==> config.mk <==
export PLATFORM = sky130hd
export DESIGN_NAME = mma_ctrl
export DESIGN_NICKNAME = d
export VERILOG_FILES = /design/src/hdl/mma_pkg.sv /design/src/hdl/mma_ctrl.sv
export SDC_FILE = /design/constraint.sdc
export NUM_CORES = 1
export LEC_CHECK = 0
export BUFFER_PORTS_ARGS = -buffer_cell sky130_fd_sc_hd__buf_2
export CORE_MARGIN = 2
export CORE_UTILIZATION = 35
export DETAILED_ROUTE_END_ITERATION = 12
export HOLD_SLACK_MARGIN = 0.02
export PLACE_DENSITY = 0.6
export SETUP_SLACK_MARGIN = 0.4
export SLEW_MARGIN = 20
export SYNTH_ARGS = -nofsm -noshare
export SYNTH_HDL_FRONTEND = slang
export SYNTH_SLANG_ARGS = --single-unit
==> constraint.sdc <==
create_clock -name clk -period 2.2 [get_ports clk]
set_input_delay 0.44 -clock clk [delete_from_list [all_inputs] [get_ports clk]]
set_output_delay 0.44 -clock clk [all_outputs]
set_load 0.02 [all_outputs]
==> src/hdl/mma_pkg.sv <==
// Package: shared types, codes and reset values of the Montgomery modular ALU
`timescale 1ns / 1ps

package mma_pkg;

	localparam logic [29:0] MODULUS_RST = 30'd998244353;
	localparam logic [31:0] MINV_RST    = 32'd3296722945;
	localparam logic [29:0] R2_RST      = 30'd932051910;

	localparam int unsigned DIV_CNT_W = 6;

	typedef enum logic [3:0] {
		OP_FROM_INT = 4'd0,
		OP_ADD      = 4'd1,
		OP_SUB      = 4'd2,
		OP_MUL      = 4'd3,
		OP_POW      = 4'd4,
		OP_INV      = 4'd5,
		OP_CANON    = 4'd6,
		OP_EQUAL    = 4'd7,
		OP_NEGATE   = 4'd8,
		OP_DIVIDE   = 4'd9
	} op_t;

	typedef enum logic [1:0] {
		REG_MODULUS = 2'd0,
		REG_MINV    = 2'd1,
		REG_R2      = 2'd2
	} reg_idx_t;

	typedef enum logic [3:0] {
		ST_IDLE,
		ST_DISPATCH,
		ST_DIV,
		ST_DIV_END,
		ST_MUL1,
		ST_MUL2,
		ST_MUL3,
		ST_MUL4,
		ST_POW_BIT,
		ST_FIN
	} state_t;

	typedef enum logic [2:0] {
		SEL_A_B,
		SEL_A_ONE,
		SEL_T_R2,
		SEL_ACC_SQ,
		SEL_SQ_SQ,
		SEL_ACC_A
	} sel_t;

	typedef enum logic [2:0] {
		JOB_RES,
		JOB_RES_NORM,
		JOB_ACC_INIT,
		JOB_ACC,
		JOB_SQ
	} job_t;

	typedef struct packed {
		logic [29:0] modulus;
		logic [31:0] modulus_inverse;
		logic [29:0] r_squared;
	} cfg_t;

	typedef struct packed {
		logic load_in;
		logic simple;
		logic div_init;
		logic div_step;
		logic t_load;
		logic pow_init;
		logic mul_start;
		sel_t mul_sel;
		logic mul_write;
		job_t mul_job;
		logic acc_to_res;
		logic load_out;
	} cmd_t;

	typedef struct packed {
		logic [3:0] op;
		logic       div_last;
		logic       e_zero;
		logic       e_lsb;
	} status_t;

endpackage

==> src/hdl/mma_ctrl.sv <==
// Controller: state machine sequencing the divider, multiplier steps and power loop
`timescale 1ns / 1ps

module mma_ctrl (
	input  logic             clk,
	input  logic             arst_n,
	input  logic             in_valid,
	output logic             in_ready,
	output logic             out_valid,
	input  logic             out_ready,
	input  mma_pkg::status_t st,
	output mma_pkg::cmd_t    cmd
);

	mma_pkg::state_t state_q;
	mma_pkg::state_t state_d;
	mma_pkg::sel_t   sel_q;
	mma_pkg::sel_t   sel_d;
	mma_pkg::job_t   job_q;
	mma_pkg::job_t   job_d;
	logic            out_valid_q;

	always_ff @(posedge clk or negedge arst_n) begin
		if (!arst_n) begin
			state_q     <= mma_pkg::ST_IDLE;
			sel_q       <= mma_pkg::SEL_A_B;
			job_q       <= mma_pkg::JOB_RES;
			out_valid_q <= 1'b0;
		end else begin
			state_q <= state_d;
			sel_q   <= sel_d;
			job_q   <= job_d;
			if (cmd.load_out) begin
				out_valid_q <= 1'b1;
			end else if (out_ready) begin
				out_valid_q <= 1'b0;
			end
		end
	end

	always_comb begin
		cmd      = '0;
		state_d  = state_q;
		sel_d    = sel_q;
		job_d    = job_q;
		in_ready = 1'b0;
		case (state_q)
			mma_pkg::ST_IDLE: begin
				in_ready = 1'b1;
				if (in_valid) begin
					cmd.load_in = 1'b1;
					state_d     = mma_pkg::ST_DISPATCH;
				end
			end
			mma_pkg::ST_DISPATCH: begin
				case (st.op)
					mma_pkg::OP_FROM_INT: begin
						cmd.div_init = 1'b1;
						state_d      = mma_pkg::ST_DIV;
					end
					mma_pkg::OP_MUL: begin
						sel_d   = mma_pkg::SEL_A_B;
						job_d   = mma_pkg::JOB_RES;
						state_d = mma_pkg::ST_MUL1;
					end
					mma_pkg::OP_CANON: begin
						sel_d   = mma_pkg::SEL_A_ONE;
						job_d   = mma_pkg::JOB_RES_NORM;
						state_d = mma_pkg::ST_MUL1;
					end
					mma_pkg::OP_POW, mma_pkg::OP_INV, mma_pkg::OP_DIVIDE: begin
						cmd.pow_init = 1'b1;
						sel_d        = mma_pkg::SEL_T_R2;
						job_d        = mma_pkg::JOB_ACC_INIT;
						state_d      = mma_pkg::ST_MUL1;
					end
					default: begin
						cmd.simple = 1'b1;
						state_d    = mma_pkg::ST_FIN;
					end
				endcase
			end
			mma_pkg::ST_DIV: begin
				cmd.div_step = 1'b1;
				if (st.div_last) begin
					state_d = mma_pkg::ST_DIV_END;
				end
			end
			mma_pkg::ST_DIV_END: begin
				cmd.t_load = 1'b1;
				sel_d      = mma_pkg::SEL_T_R2;
				job_d      = mma_pkg::JOB_RES;
				state_d    = mma_pkg::ST_MUL1;
			end
			mma_pkg::ST_MUL1: begin
				cmd.mul_start = 1'b1;
				cmd.mul_sel   = sel_q;
				state_d       = mma_pkg::ST_MUL2;
			end
			mma_pkg::ST_MUL2: begin
				state_d = mma_pkg::ST_MUL3;
			end
			mma_pkg::ST_MUL3: begin
				state_d = mma_pkg::ST_MUL4;
			end
			mma_pkg::ST_MUL4: begin
				cmd.mul_write = 1'b1;
				cmd.mul_job   = job_q;
				case (job_q)
					mma_pkg::JOB_ACC_INIT: state_d = mma_pkg::ST_POW_BIT;
					mma_pkg::JOB_SQ:       state_d = mma_pkg::ST_POW_BIT;
					mma_pkg::JOB_ACC: begin
						sel_d   = mma_pkg::SEL_SQ_SQ;
						job_d   = mma_pkg::JOB_SQ;
						state_d = mma_pkg::ST_MUL1;
					end
					default: state_d = mma_pkg::ST_FIN;
				endcase
			end
			mma_pkg::ST_POW_BIT: begin
				if (st.e_zero) begin
					if (st.op == mma_pkg::OP_DIVIDE) begin
						sel_d   = mma_pkg::SEL_ACC_A;
						job_d   = mma_pkg::JOB_RES;
						state_d = mma_pkg::ST_MUL1;
					end else begin
						cmd.acc_to_res = 1'b1;
						state_d        = mma_pkg::ST_FIN;
					end
				end else if (st.e_lsb) begin
					sel_d   = mma_pkg::SEL_ACC_SQ;
					job_d   = mma_pkg::JOB_ACC;
					state_d = mma_pkg::ST_MUL1;
				end else begin
					sel_d   = mma_pkg::SEL_SQ_SQ;
					job_d   = mma_pkg::JOB_SQ;
					state_d = mma_pkg::ST_MUL1;
				end
			end
			mma_pkg::ST_FIN: begin
				if (!out_valid_q || out_ready) begin
					cmd.load_out = 1'b1;
					state_d      = mma_pkg::ST_IDLE;
				end
			end
			default: begin
				state_d = mma_pkg::ST_IDLE;
			end
		endcase
	end

	assign out_valid = out_valid_q;

endmodule

==> impl_metrics.env, run 1 <==
export IMPL_mostFrequentLayoutCells="23 x buf_4, 20 x buf_6, 10 x buf_2"
export IMPL_end_kind="primary output"
export IMPL_firstDrtPassIters=4
export IMPL_antenna_found_initial=0
export IMPL_p_total_mw=1.94
export IMPL_crit_path_start_kind="flip-flop"
export IMPL_power_density_mw_per_mm2=1240
export IMPL_min_path_type="in -> async"
export IMPL_drive_gt1_frac=0.618
export IMPL_ys_seq_area_frac=0.300
export IMPL_final_max_slew_viol_count=0
export IMPL_wl_per_cell_um=15.0
export IMPL_synth_xor_area_share=0
export IMPL_finClkSkew_ns=0.000991
export IMPL_rsz0062_at_grt="true"
export IMPL_clock_latency_ns=0.27
export IMPL_cts_root_buf="clkbuf_4"
export IMPL_cts_buffer_depth=2
export IMPL_synth_area_per_cell_um2=8.92
export IMPL_max_stage_delay_ns=0.56
export IMPL_final_min_clock_period_ns=1.97
export IMPL_nNetsFinal=169
export IMPL_grt_pass1_wl_mm=4.66
export IMPL_tightestPinTransition_ns=0.492
export IMPL_cp_slowest_cell="or4b_4"
export IMPL_vias=1048
export IMPL_synthFlopType="dfrtp_1"
export IMPL_drtAntennaViolNets=0
export IMPL_relSlewSlack=0.672
export IMPL_port_buffers=28
export IMPL_cts_buffers=3
export IMPL_synth_compound_area_frac=0.191
export IMPL_track_usage=0.190
export IMPL_finalCoreUtilization=0.633
export IMPL_postSynthCellCount=103
export IMPL_core_area_mm2=0.00248
export IMPL_path_max_fanout=4
export IMPL_critPathArrivalTime_ns=1.53
export IMPL_final_common_cell="buf_4"
export IMPL_drt_initial_drc_count=36
export IMPL_cts_sinks=11
export IMPL_synth_edff_count=0
export IMPL_synth_fp_nets=114
export IMPL_muxShareOfSynthArea=0.0981
export IMPL_synth_simple_area_share=0.341
export IMPL_synth_async_reset_ratio=1.00
export IMPL_start_util=0.371
export IMPL_grt_pass1_vias=1032
export IMPL_synth_top_family_by_area="simple AND/OR/NAND/NOR gates"
export IMPL_period_share=0.893
export IMPL_finalHoldViolCount=0
export IMPL_instances_no_fill=187
export IMPL_synth_fa_ha_area_frac=0.0109
export IMPL_ys_ff_latch=11
export IMPL_max_cap_violations=0
export IMPL_critical_path_required_ns=1.76
export IMPL_cts_htree_levels=1
export IMPL_dp_hpwl_mm=1.83
export IMPL_crit_chain="or4b_4 -> nor2_4 -> buf_6"
export IMPL_clk_pin_slew_worst_paths_ns=0.08
export IMPL_die_area_mm2=0.00305
export IMPL_setup_violations=0
export IMPL_io_pins=29
export IMPL_ys_warn_count=0
export IMPL_worst_setup_path_type="reg -> out"
export IMPL_fin_hold_ws_ns=0.0293
export IMPL_final_fill_count=232
export IMPL_yosysUniqueCellTypes=36
export IMPL_drt_vias_per_instance=5.60
export IMPL_ctsHoldBuffers=0
export IMPL_num_rows=18
export IMPL_cts_tree="yes"
export IMPL_outcome="completed"
export IMPL_die_width_um=55.2
export IMPL_peakVddDrop_mv=0.816
export IMPL_num_antenna_cells=0
export IMPL_grt_max_degree=12
export IMPL_syn_cell_area_um2=918
export IMPL_area_growth_syn_to_layout_pct=70.7
export IMPL_drc=0
export IMPL_p_leak_nw=0.752
export IMPL_gp_congestion=0.817
export IMPL_grt_overflow_total=0
export IMPL_die_height_um=55.2
export IMPL_fmax_mhz=509
export IMPL_fin_setup_tns_ns=0
export IMPL_routed_wl_mm=2.81
export IMPL_place_inst=161
worst paths after layout:
| check | slack (ns) | depth (start not counted) | start | to |
|---|---|---|---|---|
| worst max-delay path | 0.23 | 3 | state_q[2] | cmd[1] |
| worst min-delay path | 0.03 | 1 | arst_n | sel_q[2] |
| worst max register to register | 0.31 | 5 | state_q[2] | sel_q[0] |
| worst min register to register | 0.51 | 1 | sel_q[2] | sel_q[2] |
| max in group asynchronous | 1.94 | 1 | arst_n | state_q[2] |
| min in group clk | 0.50 | 3 | st[5] | state_q[1] |
through the flow:
step	worst slack [ns]	area, µm²
floorplan	0.362	961
global placement	0.180	1140
detailed placement	0.151	1140
CTS	0.238	1480
global route	0.200	1570
finish	0.235	1570
final cells by class:
class	instances	area, µm²	area share
clock buffer	4	26.3	0.0168
inverter	6	22.5	0.0144
multi-input combinational	80	711	0.453
sequential	11	278	0.177
tap	30	37.5	0.0239
timing repair buffer	56	493	0.314
logic make-up after synthesis:
| family | count (synthesis) |
|---|---|
| buffers and inverters | 12 |
| muxes | 6 |
| DFF | 11 |
| adders and majority gates | 1 |
| AOI/OAI and AO/OA | 21 |
| and+or+nand+nor | 52 |
what timing repair did:
item / 4_1_cts / 5_1_grt
endpoints found under the setup margin: 22 / 23
resized for setup: 51 / 19
pin swaps: 10 / 8
setup buffers: 19 / 3
per-layer routing:
metal	part of all wire	wire length, µm	global-route usage
met1	0.44	1230	0.243
met2	0.50	1390	0.328
met3	0.053	148	0.0141
met4	0.014	40	0.0767
met5	0	0	0
cell usage after synthesis, drive strengths merged, types with 2 or more instances:
| cell type | instances | area, µm² |
|---|---|---|
| dfrtp | 11 | 275 |
| nor2 | 10 | 37.5 |
| and2 | 7 | 43.8 |
| inv | 6 | 22.5 |
| mux2 | 6 | 90.1 |
| nand2 | 6 | 22.5 |
| nor2b | 5 | 31.3 |
| o21ai | 4 | 20.0 |
| a21oi | 3 | 26.3 |
| a31oi | 3 | 18.8 |
| and3 | 3 | 18.8 |
| buf | 3 | 21.3 |
| clkbuf | 3 | 11.3 |
| nand3 | 3 | 15.0 |
| or4bb | 3 | 33.8 |
| nand2b | 2 | 12.5 |
| nand4 | 2 | 12.5 |
| nor3 | 2 | 10.0 |
| o2111ai | 2 | 17.5 |
| o211ai | 2 | 15.0 |
| o221a | 2 | 22.5 |
| o22ai | 2 | 12.5 |
| or3b | 2 | 17.5 |
worst max-delay path: cells and delay by family (launching register included):
family                 cells  cell delay [ns]
flip-flops                 1             0.45
buffers and inverters      1             0.12
AND/OR/NAND/NOR            2             0.68
state kept, by name, summed over array words and instances (netlist names):
signal,count
job_q,3
out_valid,1
sel_q,3
state_q,4
where the power goes:
group          switching [mW]  internal [mW]  total [mW]
sequential             0.0854          0.298       0.383
clock                  0.0750         0.0702       0.145
combinational           0.665          0.746        1.41
total                   0.825           1.11        1.94
Power figures use the tool's default switching activity.
==> run 2: changes to the inputs <==
RECOVER_POWER = 25   (was default)
==> impl_metrics.env, run 2 (same netlist as run 1, synthesis figures left out) <==
export IMPL_die_width_um=55.2
export IMPL_wl_per_cell_um=15.0
export IMPL_combinationalPowerShare=0.728
export IMPL_port_buffers=28
export IMPL_cts_sinks=11
export IMPL_fin_setup_tns_ns=0
export IMPL_relSlewSlack=0.583
export IMPL_finalCoreUtilization=0.632
export IMPL_drtAntennaViolNets=0
export IMPL_cts_htree_levels=1
export IMPL_final_common_cell="buf_4"
export IMPL_cts_buffer_depth=2
export IMPL_drt_initial_drc_count=36
export IMPL_die_area_mm2=0.00305
export IMPL_num_rows=18
export IMPL_cts_buffers=3
export IMPL_core_area_mm2=0.00248
export IMPL_grt_overflow_total=0
export IMPL_crit_path_start_kind="flip-flop"
export IMPL_vias=1048
export IMPL_io_pins=29
export IMPL_p_int_mw=1.11
export IMPL_max_cap_violations=0
export IMPL_power_switching_mw=0.825
export IMPL_dp_hpwl_mm=1.83
export IMPL_clk_pin_slew_worst_paths_ns=0.08
export IMPL_nNetsFinal=169
export IMPL_tightestPinTransition_ns=0.626
export IMPL_setup_violations=0
export IMPL_grt_met1_usage=0.243
export IMPL_area_growth_syn_to_layout_pct=70.6
export IMPL_cts_tree="yes"
export IMPL_drt_vias_per_instance=5.60
export IMPL_power_density_mw_per_mm2=1240
export IMPL_peakVddDrop_mv=0.816
export IMPL_busiest_layer="met2"
export IMPL_die_height_um=55.2
export IMPL_path_max_fanout=4
export IMPL_top_register="state_q"
export IMPL_routed_wl_mm=2.81
export IMPL_p_leak_nw=0.749
export IMPL_drive_gt1_frac=0.611
export IMPL_largest_reg_flops=4
export IMPL_end_kind="primary output"
export IMPL_fin_hold_ws_ns=0.153
export IMPL_grt_pass1_vias=1032
export IMPL_ctsHoldBuffers=0
export IMPL_antenna_found_initial=0
export IMPL_track_usage=0.190
export IMPL_met2_usage=0.328
export IMPL_p_total_mw=1.94
export IMPL_met3_usage=0.0141
export IMPL_clock_latency_ns=0.27
export IMPL_min_path_type="in -> async"
export IMPL_cts_root_buf="clkbuf_4"
export IMPL_grt_pass1_wl_mm=4.66
export IMPL_p_sw_frac=0.426
export IMPL_period_share=0.893
export IMPL_seqPwrFrac=0.198
export IMPL_drc=0
export IMPL_final_max_slew_viol_count=0
export IMPL_rsz0062_at_grt="true"
export IMPL_firstDrtPassIters=4
export IMPL_critPathLaunch="state_q[2]"
export IMPL_clkPwrFrac=0.075
export IMPL_mostFrequentLayoutCells="23 x buf_4, 20 x buf_6, 9 x buf_2, 9 x dfrtp_1, 6 x mux2_4"
export IMPL_start_util=0.371
export IMPL_critical_path_required_ns=1.76
export IMPL_grt_max_degree=12
export IMPL_finClkSkew_ns=0.000991
export IMPL_num_antenna_cells=0
export IMPL_largest_registers="state_q: 4 flops, job_q: 3 flops, sel_q: 3 flops"
export IMPL_gp_congestion=0.817
export IMPL_final_min_clock_period_ns=1.97
export IMPL_r2r_start="state_q[2]"
export IMPL_critPathArrivalTime_ns=1.53
export IMPL_fmax_mhz=509
export IMPL_worst_setup_path_type="reg -> out"
export IMPL_outcome="completed"
export IMPL_finalHoldViolCount=0
==> run 2: cell count changes in the layout (fill, tap and decap cells not counted), sizes merged <==
cell    delta
buf        -1
clkbuf     +1
==> run 2: metal layers <==
metal	vias up	part of all wire
met5	-	0
met4	0	0.014
met3	6	0.052
met2	44	0.50
met1	507	0.44
li1	491	-
==> run 2: final timing paths <==
| kind | slack [ns] | cells past startpoint | end |
|---|---|---|---|
| max | 0.23 | 3 | cmd[1] |
| min | 0.15 | 1 | sel_q[2] |
| max reg2reg | 0.31 | 5 | sel_q[0] |
| min reg2reg | 0.51 | 1 | sel_q[2] |
| max in group asynchronous | 1.61 | 1 | state_q[2] |
| min in group clk | 0.50 | 3 | state_q[1] |
==> run 2: area by class of cell <==
type	count	area [µm²]
inverters	6	22.5
repair buffers	56	492
multi-input cells	80	711
fillers	232	911
clock buffers	4	26.3
well taps	30	37.5
flip-flops and latches	11	278
==> run 2: timing repair <==
action	4_1_cts	5_1_grt
endpoints found under the setup margin	22	23
pin swaps	10	8
gates resized for setup	51	19
buffers inserted	19	3
==> run 2: critical path, stage by stage, from the launching register on <==
cell     delay (ns)
dfrtp_2        0.45
or4b_4         0.56
nor2_4         0.12
buf_6          0.12
==> run 2: power groups by stage <==
stage	Clock (mW)	Sequential (mW)	Combinational, mW
finish	0.145	0.383	1.41
CTS	0.147	0.384	1.27
global placement	0	0.373	0.943
global route	0.156	0.402	1.50
floorplan	0	0.345	0.738
detailed placement	0	0.377	0.949
==> run 2: through the flow <==
stage               setup WS, ns  cells  cell area, µm²
floorplan                  0.362    103             961
global placement           0.180    161            1140
detailed placement         0.151    161            1140
CTS                        0.238    184            1480
global route               0.200    187            1570
finish                     0.235    187            1570
==> run 3: changes to the inputs <==
--- a/config.mk
+++ b/config.mk
@@ -8,3 +8,3 @@
 export BUFFER_PORTS_ARGS = -buffer_cell sky130_fd_sc_hd__buf_2
-export CORE_MARGIN = 2
+export CORE_MARGIN = 1
 export CORE_UTILIZATION = 35
@@ -15,3 +15,3 @@
 export SETUP_SLACK_MARGIN = 0.4
-export SLEW_MARGIN = 20
+export SLEW_MARGIN = 25
 export SYNTH_ARGS = -nofsm -noshare
==> constraint.sdc (replaced) <==
create_clock -name clk -period 2.2 [get_ports clk]
set_input_delay 0.11 -clock clk [delete_from_list [all_inputs] [get_ports clk]]
set_output_delay 0.11 -clock clk [all_outputs]
set_load 0.02 [all_outputs]
==> impl_metrics.env, run 3 (same netlist as run 1, synthesis figures left out) <==
export IMPL_outcome="completed"
export IMPL_cts_htree_levels=1
export IMPL_cts_tree="yes"
export IMPL_worst_setup_path_type="reg -> reg"
export IMPL_drt_initial_drc_count=15
export IMPL_wl_per_cell_um=13.6
export IMPL_critical_path_required_ns=2.35
export IMPL_cts_buffers=3
export IMPL_clk_pin_slew_worst_paths_ns=0.07
export IMPL_setup_violations=0
export IMPL_routed_wl_mm=2.32
export IMPL_fin_hold_ws_ns=0.138
export IMPL_cts_sinks=11
export IMPL_drc=0
export IMPL_start_util=0.371
export IMPL_critPathArrivalTime_ns=1.94
export IMPL_finalHoldViolCount=0
export IMPL_port_buffers=28
export IMPL_gp_congestion=0.815
export IMPL_area_growth_syn_to_layout_pct=34.7
export IMPL_clock_latency_ns=0.27
export IMPL_crit_chain="or4b_4 -> a21oi_4 -> o32ai_4 -> mux2_4"
export IMPL_track_usage=0.187
export IMPL_grt_max_degree=12
export IMPL_die_width_um=53.2
export IMPL_firstDrtPassIters=4
export IMPL_drtAntennaViolNets=0
export IMPL_top_register="state_q"
export IMPL_final_min_clock_period_ns=1.79
export IMPL_cts_root_buf="clkbuf_4"
export IMPL_cp_slowest_cell="or4b_4"
export IMPL_fin_setup_tns_ns=0
export IMPL_relSlewSlack=0.594
export IMPL_dp_hpwl_mm=1.73
export IMPL_peakVddDrop_mv=0.607
export IMPL_min_path_type="in -> reg"
export IMPL_place_inst=160
export IMPL_end_kind="flip-flop"
export IMPL_crit_buf_inv=0
export IMPL_largest_reg_flops=4
export IMPL_grt_pass1_vias=830
export IMPL_hold_path_depth=3
export IMPL_die_area_mm2=0.00283
export IMPL_dpl_cell_area_mm2=0.00111
export IMPL_drt_vias_per_instance=5.42
export IMPL_final_design_area_no_fill_mm2=0.00124
export IMPL_max_stage_delay_ns=0.56
export IMPL_crit_cells=4
export IMPL_path_max_fanout=8
export IMPL_largest_registers="state_q: 4 flops, job_q: 3 flops, sel_q: 3 flops"
export IMPL_reg2reg_depth=4
export IMPL_dp_slack_ns=0.263
export IMPL_fmax_mhz=557
export IMPL_max_cap_violations=0
export IMPL_cp_top_family="simple AND/OR/NAND/NOR gates"
export IMPL_p_leak_nw=0.632
export IMPL_p_total_mw=1.57
export IMPL_cts_buffer_depth=2
export IMPL_tightestPinTransition_ns=0.609
export IMPL_period_share=0.815
export IMPL_core_area_mm2=0.00248
export IMPL_rsz0062_at_grt="true"
export IMPL_setup_slack_ns=0.406
export IMPL_drive_gt1_frac=0.454
export IMPL_final_max_slew_viol_count=0
export IMPL_die_height_um=53.2
export IMPL_mostFrequentLayoutCells="27 x buf_2, 11 x buf_4, 9 x nor2_1"
export IMPL_crit_path_start_kind="flip-flop"
export IMPL_power_density_mw_per_mm2=1260
export IMPL_antenna_found_initial=0
export IMPL_io_pins=29
export IMPL_finalCoreUtilization=0.499
export IMPL_nNetsFinal=153
export IMPL_num_antenna_cells=0
export IMPL_instances_no_fill=171
export IMPL_vias=927
export IMPL_grt_overflow_total=0
export IMPL_final_common_cell="buf_2"
export IMPL_num_rows=18
export IMPL_grt_pass1_wl_mm=3.76
export IMPL_finClkSkew_ns=0.00717
## run 3: changes by cell type in the layout (fill, tap and decap cells not counted), sizes merged
cell / before / now
buf: 55 / 38
dlygate4sd3: 0 / 1
## run 3: area by class of cell
type | instances | area [µm²]
timing repair buffer | 40 | 231
tap | 30 | 37.5
sequential | 11 | 279
fill | 238 | 1240
multi-input combinational | 80 | 641
clock buffer | 4 | 26.3
inverter | 6 | 22.5
## run 3: path summary, 6_finish.rpt
check | end | slack, ns | start
setup reg to reg | job_q[1] | 0.41 | state_q[0]
max in group asynchronous | state_q[2] | 1.42 | arst_n
min in group asynchronous | out_valid | 0.36 | arst_n
hold reg to reg | sel_q[0] | 0.50 | sel_q[0]
setup / recovery | job_q[1] | 0.41 | state_q[0]
hold / removal | out_valid | 0.14 | out_ready
## run 3: where the power goes
part | switching, mW | leakage, nW | internal, mW | total, mW
clock network | 0.0653 | 0.0150 | 0.0701 | 0.135
registers | 0.0896 | 0.142 | 0.300 | 0.389
logic | 0.521 | 0.475 | 0.519 | 1.04
## run 3: metal layers
layer | routed length, µm | GRT usage | vias to the layer above
li1 | - | - | 461
met1 | 1070 | 0.247 | 439
met2 | 1130 | 0.298 | 25
met3 | 95 | 0.0201 | 2
met4 | 27 | 0.0921 | 0
met5 | 0 | 0 | -
## run 3: what timing repair did
| item | in CTS | in global routing |
|---|---|---|
| pin swaps | 1 | 2 |
| endpoints found under the setup margin | 12 | 10 |
| gates cloned | 0 | 0 |
| gates resized for setup | 7 | 6 |
| setup buffers | 2 | 4 |
| hold buffers | 1 | 0 |
| hold endpoints to repair | 11 | 0 |
## run 3: worst register-to-register path, stage by stage, from the launching register on
cell     delay, ns
dfrtp_2       0.46
or4b_4        0.56
a21oi_4       0.16
o32ai_4       0.16
mux2_4        0.33
